File: src/hw/rtl/tlvmp_pkg.sv
`timescale 1ns / 1ps
`default_nettype none
// ---------------------------------------------------------------------------
// TLV/MMTP parser package
// Shared types and constants for the TLV/MMTP header parser.
// ---------------------------------------------------------------------------
package tlvmp_pkg;

  localparam logic [7:0] SYNC_BYTE         = 8'h7F;
  localparam logic [7:0] RST_CIP_TYPE      = 8'hFE;
  localparam logic [7:0] RST_PARTIAL_CODE  = 8'h20;
  localparam logic [7:0] RST_PARTIAL_SKIP  = 8'd24;
  localparam int         CFG_IDX_W         = 2;
  localparam logic [CFG_IDX_W-1:0] CFG_CIP_TYPE     = 2'd0;
  localparam logic [CFG_IDX_W-1:0] CFG_PARTIAL_CODE = 2'd1;
  localparam logic [CFG_IDX_W-1:0] CFG_PARTIAL_SKIP = 2'd2;
  localparam int         QUEUE_DEPTH       = 4;

  // One completed TLV record.
  typedef struct packed {
    logic [7:0]  tlv_type;
    logic [15:0] tlv_length;
    logic        mmtp_valid;
    logic [15:0] pkt_ident;
    logic [3:0]  pay_kind;
    logic        rap_bit;
    logic        has_mpu_seq;
    logic [31:0] mpu_seq;
    logic        first_fragment;
  } record_t;

endpackage
`default_nettype wire

File: src/hw/rtl/tlvmp_parser.sv
`timescale 1ns / 1ps
`default_nettype none
// ---------------------------------------------------------------------------
// TLV/MMTP byte parser
// Consumes one byte per cycle while byte_vld is high and produces one record at the end of each TLV.
// ---------------------------------------------------------------------------
module tlvmp_parser (
  input  wire                  clk,
  input  wire                  rst_n,
  input  wire                  byte_vld,
  input  wire  [7:0]           byte_in,
  input  wire  [7:0]           cip_type,
  input  wire  [7:0]           partial_code,
  input  wire  [7:0]           partial_skip,
  output logic                 rec_vld,
  output tlvmp_pkg::record_t   rec
);
  import tlvmp_pkg::*;

  typedef enum logic [3:0] {
    PH_HUNT, PH_TYPE, PH_LENH, PH_LENL, PH_CIP, PH_PSKIP, PH_MFIX, PH_CSKIP,
    PH_EXTH, PH_ESKIP, PH_MPUH, PH_MSEQ, PH_REST
  } phase_t;

  phase_t      ph_r, ph_nxt;
  phase_t      ph_step;
  logic [16:0] pos_r, pos_nxt;
  logic [7:0]  ttype_r, ttype_nxt;
  logic [15:0] tlen_r, tlen_nxt;
  logic [16:0] fofs_r, fofs_nxt;
  logic [16:0] erem_r, erem_nxt;
  logic [15:0] etyp_r, etyp_nxt;
  logic [7:0]  flags_r, flags_nxt;
  logic [3:0]  ptype_r, ptype_nxt;
  logic [15:0] pid_r, pid_nxt;
  logic [31:0] seq_r, seq_nxt;
  logic [1:0]  frag_r, frag_nxt;
  logic        fail_r, fail_nxt;
  logic        rec_vld_nxt;
  record_t     rec_nxt;
  logic [16:0] pos_inc, erem_dec, fofs_inc;
  logic        valid_c, mpu_c;

  always_comb begin
    ph_nxt = ph_r; pos_nxt = pos_r; ttype_nxt = ttype_r; tlen_nxt = tlen_r;
    fofs_nxt = fofs_r; erem_nxt = erem_r; etyp_nxt = etyp_r; flags_nxt = flags_r;
    ptype_nxt = ptype_r; pid_nxt = pid_r; seq_nxt = seq_r; frag_nxt = frag_r;
    fail_nxt = fail_r; rec_vld_nxt = 1'b0;
    ph_step = ph_r;
    pos_inc = pos_r + 17'd1;
    erem_dec = erem_r - 17'd1;
    fofs_inc = fofs_r + 17'd1;
    if (byte_vld) begin
      unique case (ph_r)
        PH_HUNT: if (byte_in == SYNC_BYTE) ph_nxt = PH_TYPE;
        PH_TYPE: begin ttype_nxt = byte_in; ph_nxt = PH_LENH; end
        PH_LENH: begin tlen_nxt = {byte_in, 8'h00}; ph_nxt = PH_LENL; end
        PH_LENL: begin
          tlen_nxt = {tlen_r[15:8], byte_in};
          pos_nxt = '0; fofs_nxt = '0; erem_nxt = '0; etyp_nxt = '0;
          flags_nxt = '0; ptype_nxt = '0; pid_nxt = '0; seq_nxt = '0; frag_nxt = '0;
          if ({tlen_r[15:8], byte_in} == 16'd0) begin
            fail_nxt = 1'b1; ph_nxt = PH_HUNT; rec_vld_nxt = 1'b1;
          end else if (ttype_r == cip_type) begin
            fail_nxt = 1'b0; ph_nxt = PH_CIP;
          end else begin
            fail_nxt = 1'b1; ph_nxt = PH_REST;
          end
        end
        default: begin
          case (ph_r)
            PH_CIP: if (pos_r == 17'd2) begin
              if (byte_in == partial_code && partial_skip != 8'd0) begin
                erem_nxt = {9'd0, partial_skip}; ph_nxt = PH_PSKIP;
              end else begin
                ph_nxt = PH_MFIX; fofs_nxt = '0;
              end
            end
            PH_PSKIP: begin
              erem_nxt = erem_dec;
              if (erem_dec == '0) begin ph_nxt = PH_MFIX; fofs_nxt = '0; end
            end
            PH_MFIX: begin
              if (fofs_r == 17'd0) flags_nxt = byte_in;
              else if (fofs_r == 17'd1) ptype_nxt = byte_in[3:0];
              else if (fofs_r == 17'd2) pid_nxt = {byte_in, 8'h00};
              else if (fofs_r == 17'd3) pid_nxt = {pid_r[15:8], byte_in};
              fofs_nxt = fofs_inc;
              if (fofs_inc >= 17'd8) begin
                if (flags_r[5]) begin
                  ph_nxt = PH_CSKIP; erem_nxt = 17'd4;
                end else if (ptype_r != 4'd0) ph_nxt = PH_REST;
                else if (flags_r[1]) begin ph_nxt = PH_EXTH; fofs_nxt = '0; end
                else begin ph_nxt = PH_MPUH; fofs_nxt = '0; end
              end
            end
            PH_CSKIP: begin
              erem_nxt = erem_dec;
              if (erem_dec == '0) begin
                if (ptype_r != 4'd0) ph_nxt = PH_REST;
                else if (flags_r[1]) begin ph_nxt = PH_EXTH; fofs_nxt = '0; end
                else begin ph_nxt = PH_MPUH; fofs_nxt = '0; end
              end
            end
            PH_EXTH: begin
              if (fofs_r == 17'd0) etyp_nxt = {byte_in, 8'h00};
              else if (fofs_r == 17'd1) etyp_nxt = {etyp_r[15:8], byte_in};
              else if (fofs_r == 17'd2) erem_nxt = {1'b0, byte_in, 8'h00};
              else erem_nxt = {erem_r[16:8], byte_in};
              fofs_nxt = fofs_inc;
              if (fofs_inc >= 17'd4) begin
                if (erem_nxt == '0) begin
                  ph_nxt = (etyp_nxt == 16'd0) ? PH_MPUH : PH_EXTH;
                  fofs_nxt = '0;
                end else ph_nxt = PH_ESKIP;
              end
            end
            PH_ESKIP: begin
              erem_nxt = erem_dec;
              if (erem_dec == '0) begin
                ph_nxt = (etyp_r == 16'd0) ? PH_MPUH : PH_EXTH;
                fofs_nxt = '0;
              end
            end
            PH_MPUH: begin
              if (fofs_r == 17'd2) frag_nxt = byte_in[2:1];
              fofs_nxt = fofs_inc;
              if (fofs_inc >= 17'd3) begin ph_nxt = PH_MSEQ; fofs_nxt = '0; end
            end
            PH_MSEQ: begin
              seq_nxt = {seq_r[23:0], byte_in};
              fofs_nxt = fofs_inc;
              if (fofs_inc >= 17'd4) ph_nxt = PH_REST;
            end
            default: ;
          endcase
          // Where parsing stands after this byte, before the end of the TLV
          // sends the phase back to hunting.
          ph_step = ph_nxt;
          pos_nxt = pos_inc;
          if (pos_inc >= {1'b0, tlen_r}) begin
            rec_vld_nxt = 1'b1; ph_nxt = PH_HUNT; pos_nxt = '0;
          end
        end
      endcase
    end
  end

  // The record takes the held fields after this byte's update, and it is
  // valid only when the parse had reached the tail of the payload.
  always_comb begin
    valid_c = (ph_step == PH_REST) && !fail_nxt;
    mpu_c   = valid_c && (ptype_nxt == 4'd0);
    rec_nxt.tlv_type       = ttype_nxt;
    rec_nxt.tlv_length     = tlen_nxt;
    rec_nxt.mmtp_valid     = valid_c;
    rec_nxt.pkt_ident      = valid_c ? pid_nxt : 16'd0;
    rec_nxt.pay_kind       = valid_c ? ptype_nxt : 4'd0;
    rec_nxt.rap_bit        = valid_c & flags_nxt[0];
    rec_nxt.has_mpu_seq    = mpu_c;
    rec_nxt.mpu_seq        = mpu_c ? seq_nxt : 32'd0;
    rec_nxt.first_fragment = mpu_c && (frag_nxt <= 2'd1);
  end

  always_ff @(posedge clk) begin
    if (!rst_n) begin
      ph_r <= PH_HUNT; pos_r <= '0; ttype_r <= '0; tlen_r <= '0; fofs_r <= '0;
      erem_r <= '0; etyp_r <= '0; flags_r <= '0; ptype_r <= '0; pid_r <= '0;
      seq_r <= '0; frag_r <= '0; fail_r <= 1'b0; rec_vld <= 1'b0;
    end else begin
      ph_r <= ph_nxt; pos_r <= pos_nxt; ttype_r <= ttype_nxt; tlen_r <= tlen_nxt;
      fofs_r <= fofs_nxt; erem_r <= erem_nxt; etyp_r <= etyp_nxt;
      flags_r <= flags_nxt; ptype_r <= ptype_nxt; pid_r <= pid_nxt;
      seq_r <= seq_nxt; frag_r <= frag_nxt; fail_r <= fail_nxt;
      rec_vld <= rec_vld_nxt;
    end
    rec <= rec_nxt;
  end

endmodule
`default_nettype wire

File: src/hw/rtl/tlvmp_rec_fifo.sv
`timescale 1ns / 1ps
`default_nettype none
// ---------------------------------------------------------------------------
// TLV/MMTP record queue
// Small register queue that holds finished records until they are taken.
// ---------------------------------------------------------------------------
module tlvmp_rec_fifo #(
  parameter int DEPTH = tlvmp_pkg::QUEUE_DEPTH
) (
  input  wire                 clk,
  input  wire                 rst_n,
  input  wire                 wr_en,
  input  tlvmp_pkg::record_t  wr_data,
  input  wire                 rd_en,
  output tlvmp_pkg::record_t  rd_data,
  output logic                empty,
  output logic                almost_full
);
  import tlvmp_pkg::*;

  localparam int AW = (DEPTH > 1) ? $clog2(DEPTH) : 1;

  record_t         mem_r [DEPTH];
  logic [AW-1:0]   wp_r, rp_r;
  logic [AW:0]     cnt_r, cnt_nxt;
  logic            do_wr, do_rd;

  assign do_rd = rd_en && (cnt_r != '0);
  assign do_wr = wr_en;
  assign empty = (cnt_r == '0);
  // Two slots are kept free: one for a record that is already in flight.
  assign almost_full = (cnt_r >= (AW+1)'(DEPTH - 2));
  assign rd_data = mem_r[rp_r];

  always_comb begin
    cnt_nxt = cnt_r;
    if (do_wr && !do_rd) cnt_nxt = cnt_r + 1'b1;
    else if (!do_wr && do_rd) cnt_nxt = cnt_r - 1'b1;
  end

  always_ff @(posedge clk) begin
    if (!rst_n) begin
      wp_r <= '0; rp_r <= '0; cnt_r <= '0;
    end else begin
      cnt_r <= cnt_nxt;
      if (do_wr) wp_r <= (wp_r == AW'(DEPTH - 1)) ? '0 : wp_r + 1'b1;
      if (do_rd) rp_r <= (rp_r == AW'(DEPTH - 1)) ? '0 : rp_r + 1'b1;
    end
    if (do_wr) mem_r[wp_r] <= wr_data;
  end

endmodule
`default_nettype wire

File: src/hw/rtl/tlv_mmtp_header_parser.sv
`timescale 1ns / 1ps
`default_nettype none
// ---------------------------------------------------------------------------
// TLV/MMTP header parser
// Byte-stream parser giving one header record per TLV packet.
// ---------------------------------------------------------------------------
// The block takes one byte per cycle and never stalls by itself: push is
// honored every cycle that full is low. A byte is parsed in the cycle it is
// taken; the record for a TLV is registered at the edge that transfers its
// last byte, is then written into the queue, and from there can be popped.
// Records wait in a queue of QUEUE_DEPTH entries, four by default; full rises
// when only two slots remain, since one record may still be in flight in the
// parser's output register. Configuration writes should be made while no TLV
// is in progress.
module tlv_mmtp_header_parser #(
  parameter int QUEUE_DEPTH = tlvmp_pkg::QUEUE_DEPTH
) (
  input  wire                               clk,
  input  wire                               rst_n,
  input  wire                               cfg_we,
  input  wire  [tlvmp_pkg::CFG_IDX_W-1:0]   cfg_index,
  input  wire  [7:0]                        cfg_data,
  input  wire                               in_push,
  input  wire  [7:0]                        in_data_byte,
  output logic                              in_full,
  output logic                              out_empty,
  input  wire                               out_pop,
  output logic [7:0]                        out_tlv_type,
  output logic [15:0]                       out_tlv_length,
  output logic                              out_mmtp_valid,
  output logic [15:0]                       out_pkt_ident,
  output logic [3:0]                        out_pay_kind,
  output logic                              out_rap_bit,
  output logic                              out_has_mpu_seq,
  output logic [31:0]                       out_mpu_seq,
  output logic                              out_first_fragment
);
  import tlvmp_pkg::*;

  logic [7:0] cip_type_r, pcode_r, pskip_r;
  logic       rec_vld;
  record_t    rec, head;
  logic       afull;

  always_ff @(posedge clk) begin
    if (!rst_n) begin
      cip_type_r <= RST_CIP_TYPE;
      pcode_r    <= RST_PARTIAL_CODE;
      pskip_r    <= RST_PARTIAL_SKIP;
    end else if (cfg_we) begin
      case (cfg_index)
        CFG_CIP_TYPE:     cip_type_r <= cfg_data;
        CFG_PARTIAL_CODE: pcode_r    <= cfg_data;
        CFG_PARTIAL_SKIP: pskip_r    <= cfg_data;
        default: ;
      endcase
    end
  end

  assign in_full = afull;

  tlvmp_parser u_parser (
    .clk(clk), .rst_n(rst_n), .byte_vld(in_push && !afull), .byte_in(in_data_byte),
    .cip_type(cip_type_r), .partial_code(pcode_r), .partial_skip(pskip_r),
    .rec_vld(rec_vld), .rec(rec)
  );

  tlvmp_rec_fifo #(.DEPTH(QUEUE_DEPTH)) u_fifo (
    .clk(clk), .rst_n(rst_n), .wr_en(rec_vld), .wr_data(rec),
    .rd_en(out_pop), .rd_data(head), .empty(out_empty), .almost_full(afull)
  );

  assign out_tlv_type       = head.tlv_type;
  assign out_tlv_length     = head.tlv_length;
  assign out_mmtp_valid     = head.mmtp_valid;
  assign out_pkt_ident      = head.pkt_ident;
  assign out_pay_kind       = head.pay_kind;
  assign out_rap_bit        = head.rap_bit;
  assign out_has_mpu_seq    = head.has_mpu_seq;
  assign out_mpu_seq        = head.mpu_seq;
  assign out_first_fragment = head.first_fragment;

endmodule
`default_nettype wire
File: config.mk
export PLATFORM = sky130hd
export DESIGN_NAME = tlv_mmtp_header_parser
export DESIGN_NICKNAME = d
export VERILOG_FILES = /design/src/hw/rtl/tlvmp_pkg.sv /design/src/hw/rtl/tlvmp_parser.sv /design/src/hw/rtl/tlvmp_rec_fifo.sv /design/src/hw/rtl/tlv_mmtp_header_parser.sv
export SDC_FILE = /design/constraint.sdc
export NUM_CORES = 1
export LEC_CHECK = 0
export BUFFER_PORTS_ARGS = -buffer_cell sky130_fd_sc_hd__buf_2
export CAP_MARGIN = 20
export CELL_PAD_IN_SITES_DETAIL_PLACEMENT = 0
export CELL_PAD_IN_SITES_GLOBAL_PLACEMENT = 1
export CORE_MARGIN = 4
export CORE_UTILIZATION = 40
export DETAILED_ROUTE_END_ITERATION = 12
export GPL_ROUTABILITY_DRIVEN = 1
export PLACE_DENSITY_LB_ADDON = 0.05
export SLEW_MARGIN = 30
export SYNTH_ARGS = -nofsm -noshare
export SYNTH_HDL_FRONTEND = slang
export SYNTH_SLANG_ARGS = --single-unit
File: constraint.sdc
create_clock -name clk -period 4 [get_ports clk]
set_clock_uncertainty 0.2 [all_clocks]
set_input_delay 0.6 -clock clk [delete_from_list [all_inputs] [get_ports clk]]
set_output_delay 0.6 -clock clk [all_outputs]
set_load 0.01 [all_outputs]
==> flow_summary_export.csv, run 1 <==
group,metric,value,unit
status,status,"complete, no violations",
yosys,async_flop_share,0,%
run,cap_violations,0,
clock_tree,cts.path.max_buffers,3,
grt,grt_pass1_vias,14990,
timing,period_share,92.02,%
min_path,min_path_cells,3,
yosys,synth_flop_cell,"edfxtp_1",
floorplan,dieWidth,250.0,um
worst_setup_path,rr_startpoint,"u_parser.erem_r[0]",
floorplan,die_area,0.06250,sq mm
final_layout,layout.nets,1947,
grt,track_usage,18.68,%
detailed_routing,via_count,15000,
grt,grt-ovfl-total,0,
timing,setup_tns,0,ns
final_layout,syn_to_final_growth,15.78,%
worst_setup_path,worstRegToRegCells,12,
detailed_routing,drt-pass1-iter-count,5,
detailed_routing,wl_per_cell,21.88,um
detailed_routing,drt_wl_total,59.30,mm
detailed_routing,drt_iter0_drc,815,
yosys,syn_nets,1834,
yosys,avgSynthCellArea,13.16,sq um
yosys,synth_edf_count,320,
timing,finalSetupViolCount,0,
floorplan,io_pins,105,
detailed_routing,ant_nets,0,
pwr,ir_drop,0.3637,mV
timing,hold_viol_final,0,
worst_setup_path,worstPathArrival,4.03,ns
final_layout,drive_gt1_share,20.41,%
worst_setup_path,critPathMaxFanout,56,
timing,layout_min_cycle_time,3.681,ns
placement,io_buffers,104,
worst_setup_path,worst_setup_path_end_kind,"flip-flop",
floorplan,fp-row-count,88,
clock_tree,cts_made_buffers,60,
floorplan,core_area,0.05781,sq mm
clock_tree,clkLatencyLatePin,0.64,ns
final_layout,fillers,5232,
pwr,power.leakage,9.454,nW
yosys,ys_ff_latch,586,
clock_tree,cts_tree,"done",
detailed_routing,via_per_inst,5.534,
worst_setup_path,r2r_end,"u_parser.rec[0]",
clock_tree,clk_pin_slew_worst_paths,0.06,ns
worst_setup_path,cp-startpoint,"u_parser.erem_r[0]",
clock_tree,root_buffer,"clkbuf_16",
min_path,min_from,"cfg_data[1]",
min_path,holdCritPathClass,"input port to flip-flop",
placement,place_congestion,0.8757,
yosys,syn_area,0.02342,sq mm
worst_setup_path,required,4.35,ns
clock_tree,htree_levels,2,
timing,slew_viol_final,0,
yosys,ys_warn_count,0,
timing,fmax,271.7,MHz
worst_setup_path,endpoint,"u_parser.rec[0]",
timing,rsz0062_at_grt,"no",
grt,grt_pass1_wl,92.25,mm
worst_setup_path,start_kind,"flip-flop",
clock_tree,clkSinkCount,586,
floorplan,initial_core_util,40.52,%
timing,timing.slew.headroom,39.40,%
worst_setup_path,reg2reg_slack,0.32,ns
grt,grt_max_degree,88,
timing,tightest_slew,0.9006,ns
yosys,synthCells,1780,
pwr,p_per_area,504.0,mW/mm^2
yosys,synth.distinct_cells,75,
worst_setup_path,critPathKind,"flip-flop to flip-flop",
detailed_routing,drc,0,
yosys,ys_seq_area_share,63.75,%
placement,dp_hpwl,38.54,mm
final_layout,final_util,46.92,%
grt,antenna_found_initial,0,
floorplan,dieHeight,250.0,um
[routing by layer]
| layer | up-vias | global-route usage (%) | wire [um] |
|---|---|---|---|
| li1 | 7021 | - | - |
| met1 | 7626 | 26.64 | 27840 |
| met2 | 279 | 30.28 | 27990 |
| met3 | 76 | 3.064 | 2306 |
| met4 | 0 | 4.311 | 1166 |
| met5 | - | 0 | 0 |
[worst max-delay path, stage by stage (launching register included)]
cell and delay, ns:
dfxtp_1 0.37, inv_1 0.12, ha_1 0.31, or3b_2 0.55, nor4b_1 0.26, o21ai_0 0.20
a2111oi_4 0.33, buf_4 0.22, o221ai_2 0.14, o31ai_4 0.22, nand4_1 0.18, buf_12 0.24
nor3b_1 0.23
[Yosys cell counts (15+ instances only)]
cell,count,share of area (%)
a21oi_1,53,1.1
a22oi_1,82,2.6
and2_1,32,0.85
clkbuf_1,97,1.6
dfxtp_1,266,23
edfxtp_1,320,41
ha_1,30,1.6
inv_1,45,0.72
mux2_2,17,0.82
mux2i_1,22,0.94
mux4_2,80,7.7
nand2_1,98,1.6
nand3_1,48,1.0
nand4_1,18,0.48
nor2_1,170,2.7
nor3_1,38,0.81
nor3_2,17,0.73
nor4_1,29,0.77
o21ai_0,38,0.81
o31ai_1,19,0.61
xnor2_1,27,1.0
xor2_1,15,0.56
[how the worst min path moves through the flow]
| stage | end | slack, ns |
|---|---|---|
| 2_1_floorplan | u_fifo.mem_r[0][0] | 0.24 |
| 3_3_place_gp | u_fifo.mem_r[2][58] | 0.25 |
| 3_5_place_dp | u_fifo.mem_r[1][72] | 0.26 |
| 4_1_cts | cip_type_r[1] | 0.02 |
| 5_1_grt | pcode_r[5] | 0.05 |
| 6_report | cip_type_r[1] | 0.06 |
[kinds of logic after synthesis]
| kind of cell | after synthesis | synth area share (%) |
|---|---|---|
| AO/OA/AOI/OAI | 313 | 9.411 |
| buffers and inverters | 161 | 2.713 |
| XOR/XNOR | 42 | 1.570 |
| flip-flops | 586 | 63.75 |
| adder cells (fa/ha/maj) | 31 | 1.688 |
| multiplexers | 119 | 9.449 |
| AND/OR/NAND/NOR | 528 | 11.41 |
[through the flow]
| step | hold slack, ns | worst slack, ns | instances | instance area [sq um] | power, mW |
|---|---|---|---|---|---|
| finish | 0.05505 | 0.3191 | 2711 | 27120 | 13.67 |
| global route | 0.04577 | 0.01525 | 2710 | 27120 | 14.23 |
| CTS | 0.01515 | 0.06310 | 2710 | 27110 | 13.87 |
| detailed placement | 0.2602 | 0.05030 | 2594 | 25060 | 8.176 |
| global placement | 0.2526 | 0.1171 | 2594 | 25050 | 8.167 |
| floorplan | 0.2383 | 0.3200 | 1780 | 23430 | 7.583 |
[cell usage in the layout, fill, tap and decap left out, types with 19 or more instances in the layout]
cell and instances:
edfxtp_1 320, dfxtp_1 264, nor2_1 170, buf_2 104, nand2_1 98, a22oi_1 82
mux4_2 80, clkbuf_16 60, a21oi_1 53, buf_4 50, nand3_1 48, inv_1 45
o21ai_0 37, nor3_1 36, ha_1 30, and2_1 28, xnor2_1 27, nor4_1 26
mux2i_1 22, o31ai_1 19, nor3_2 19
[sequential cells by signal, indices dropped and copies added, names as in the netlist, named ones only]
name / flops
u_parser.pid_r: 16
u_parser.rec: 80
u_parser.fail_r: 1
u_fifo.rp_r: 2
u_parser.frag_r: 1
u_parser.ptype_r: 4
u_parser.etyp_r: 16
u_fifo.wp_r: 2
u_parser.ttype_r: 8
u_parser.seq_r: 32
pskip_r: 8
u_parser.erem_r: 17
u_fifo.mem_r: 320
cip_type_r: 8
u_parser.tlen_r: 16
u_parser.pos_r: 17
u_parser.flags_r: 3
pcode_r: 8
u_parser.ph_r: 4
u_parser.rec_vld: 1
u_parser.fofs_r: 17
u_fifo.cnt_r: 3
[where the power goes]
group / internal (mW) / switching [mW] / leakage, nW / total, mW
Clock: 3.29 / 2.37 / 0.979 / 5.66
Combinational: 0.687 / 0.805 / 3.42 / 1.49
Sequential: 6.36 / 0.152 / 5.06 / 6.51
Total: 10.3 / 3.33 / 9.45 / 13.7
[timing repair]
| item | CTS | global route |
|---|---|---|
| buffers inserted | 0 | 0 |
| hold buffers | 2 | 0 |
| resized for setup | 0 | 4 |
| setup endpoints to repair | 0 | 65 |
| hold endpoints to repair | 4 | 0 |
[area by class of cell]
| class | count | area [sq um] | share of cell area (%) |
|---|---|---|---|
| diodes | 1 | 2.502 | 0.009226 |
| clock buffers | 71 | 1583 | 5.836 |
| clock inverters | 43 | 449.2 | 1.656 |
| inverters | 46 | 173.9 | 0.6412 |
| multi-input cells | 1033 | 7899 | 29.12 |
| flip-flops and latches | 586 | 14940 | 55.09 |
| well taps | 765 | 957.2 | 3.529 |
| repair buffers | 166 | 1116 | 4.115 |
Note: power is estimated with default switching activity, not from simulation.
==> run 2: changes to the inputs <==
- CORE_ASPECT_RATIO: unset -> 0.5
- CTS_CLUSTER_SIZE: unset -> 40
- GPL_ROUTABILITY_DRIVEN: 1 -> 0
==> run 2 against run 1 <==
  * Via count increased by 0.11%
  * Largest power group unchanged
  * Total power decreased by 4.0%
  * Sequential power is essentially flat
  * Critical path type unchanged
  * Highest routed layer unchanged
==> flow_summary_export.csv, run 2 (same netlist as run 1, synthesis figures left out) <==
group,metric,value,unit
pwr,p_per_area,487.6,mW/mm^2
clock_tree,clkSinkCount,586,
timing,hold_ws,0.09001,ns
grt,met1_usage,26.11,%
grt,top_usage_layer,"met2",
worst_setup_path,critPathTopFamily,"simple AND/OR/NAND/NOR gates",
clock_tree,ctsResizeCount,0,
timing,period_share,96.27,%
detailed_routing,via_count,15020,
floorplan,core_area,0.05764,sq mm
grt,grt_pass1_vias,15090,
timing,layout_min_cycle_time,3.851,ns
timing,finalSetupViolCount,0,
worst_setup_path,worstPathArrival,4.17,ns
detailed_routing,via_per_inst,5.556,
floorplan,die_area,0.06273,sq mm
final_layout,layout_commonest_cell,"edfxtp_1",
floorplan,initial_core_util,40.64,%
detailed_routing,drt-pass1-iter-count,5,
floorplan,dieWidth,350.2,um
worst_setup_path,reg2reg_slack,0.15,ns
clock_tree,cts_tree,"done",
detailed_routing,wl_per_cell,21.91,um
worst_setup_path,critPathKind,"flip-flop to flip-flop",
timing,tightest_slew,0.9100,ns
final_layout,layout.nets,1945,
timing,hold_viol_final,0,
clock_tree,clk_pin_slew_worst_paths,0.07,ns
worst_setup_path,worst_setup_path_end_kind,"flip-flop",
worst_setup_path,required,4.32,ns
placement,place_area,0.02513,sq mm
final_layout,top_register,"u_fifo.mem_r",
detailed_routing,drt_wl_total,59.21,mm
timing,fmax,259.7,MHz
worst_setup_path,critPathSlowestCell,"dfxtp_1",
pwr,finalPower,13.12,mW
timing,rsz0062_at_grt,"no",
grt,track_usage,18.76,%
placement,io_buffers,104,
clock_tree,cts_setup_buffers,0,
worst_setup_path,critPathMaxFanout,13,
pwr,power.leakage,9.355,nW
detailed_routing,drc,0,
final_layout,antenna_cells,0,
final_layout,mostFrequentLayoutCells,"edfxtp_1 (320), dfxtp_1 (264), nor2_1 (170)",
grt,grt_max_degree,87,
placement,dp_hpwl,38.30,mm
grt,met3_usage,3.430,%
floorplan,io_pins,105,
worst_setup_path,path_buf_inv,3,
final_layout,top_regs,"u_fifo.mem_r (320), u_parser.rec (80), u_parser.seq_r (32)",
worst_setup_path,path_cells,"ha_1 > buf_4 > and4_1 > nor4bb_1 > xnor2_1 > and4_1 > nand2_1 > o221ai_1 > nand4_1 > buf_12 > buf_4 > nor3_1",
final_layout,syn_to_final_growth,14.83,%
final_layout,final_util,46.67,%
floorplan,dieHeight,179.1,um
clock_tree,clkLatencyLatePin,0.63,ns
clock_tree,postCtsHoldBufs,0,
detailed_routing,ant_nets,0,
detailed_routing,drt_iter0_drc,1391,
final_layout,drive_gt1_share,20.67,%
grt,grt_pass1_wl,90.33,mm
floorplan,fp-row-count,62,
grt,grt-ovfl-total,0,
status,status,"complete, no violations",
clock_tree,root_buffer,"clkbuf_16",
grt,grt_util_met2,30.78,%
timing,setup_tns,0,ns
worst_setup_path,start_kind,"flip-flop",
final_layout,design_area,0.02690,sq mm
pwr,ir_drop,0.3942,mV
run,cap_violations,0,
timing,slew_viol_final,0,
clock_tree,htree_levels,2,
grt,antenna_found_initial,2,
clock_tree,cts.path.max_buffers,3,
clock_tree,cts_made_buffers,52,
min_path,holdCritPathClass,"input port to flip-flop",
timing,timing.slew.headroom,38.93,%
worst_setup_path,max_stage_delay,0.49,ns
final_layout,largest_reg_flops,320,
-- run 2: stage by stage --
stage | setup slack [ns] | std cells
after floorplan | 0.3200 | 1780
after global placement | 0.1714 | 2605
after detailed placement | 0.1136 | 2605
after CTS | 0.1022 | 2703
after global routing | 0.007818 | 2703
final | 0.1492 | 2703
-- run 2: worst reg2reg max path, delay by kind of cell, from the launching register on --
kind                       cells  cell delay, ns
xor gates and xnor gates       1            0.22
AOI/OAI and AO/OA              1            0.31
and+or+nand+nor                6            1.63
DFF                            1            0.49
buffers and inverters          3            0.61
adders and majority gates      1            0.30
-- run 2: worst paths after layout --
check,to,cells past startpoint,start
worst max-delay path,u_parser.rec[12],12,u_parser.fofs_r[0]
worst min-delay path,pskip_r[3],3,cfg_data[3]
worst max register to register,u_parser.rec[12],12,u_parser.fofs_r[0]
worst min register to register,u_fifo.mem_r[1][69],0,u_parser.rec[69]
-- run 2: cell type report --
| cell class | count | area (sq um) |
|---|---|---|
| fillers | 5171 | 30740 |
| flip-flops and latches | 586 | 14940 |
| multi-input cells | 1033 | 7896 |
| clock buffers | 65 | 1433 |
| repair buffers | 172 | 1169 |
| well taps | 768 | 960.9 |
| clock inverters | 33 | 325.3 |
| inverters | 46 | 173.9 |
-- run 2: metal layers --
metal | part of all wire, % | wire, um
met1 | 46 | 27370
met2 | 47 | 27690
met3 | 4.9 | 2929
met4 | 2.1 | 1216
met5 | 0 | 0
-- run 2: report_power, final --
| part | internal (mW) | switching (mW) | total [mW] |
|---|---|---|---|
| clock | 2.83 | 2.30 | 5.14 |
| combinational | 0.693 | 0.811 | 1.50 |
| sequential | 6.36 | 0.119 | 6.48 |
| total | 9.88 | 3.23 | 13.1 |
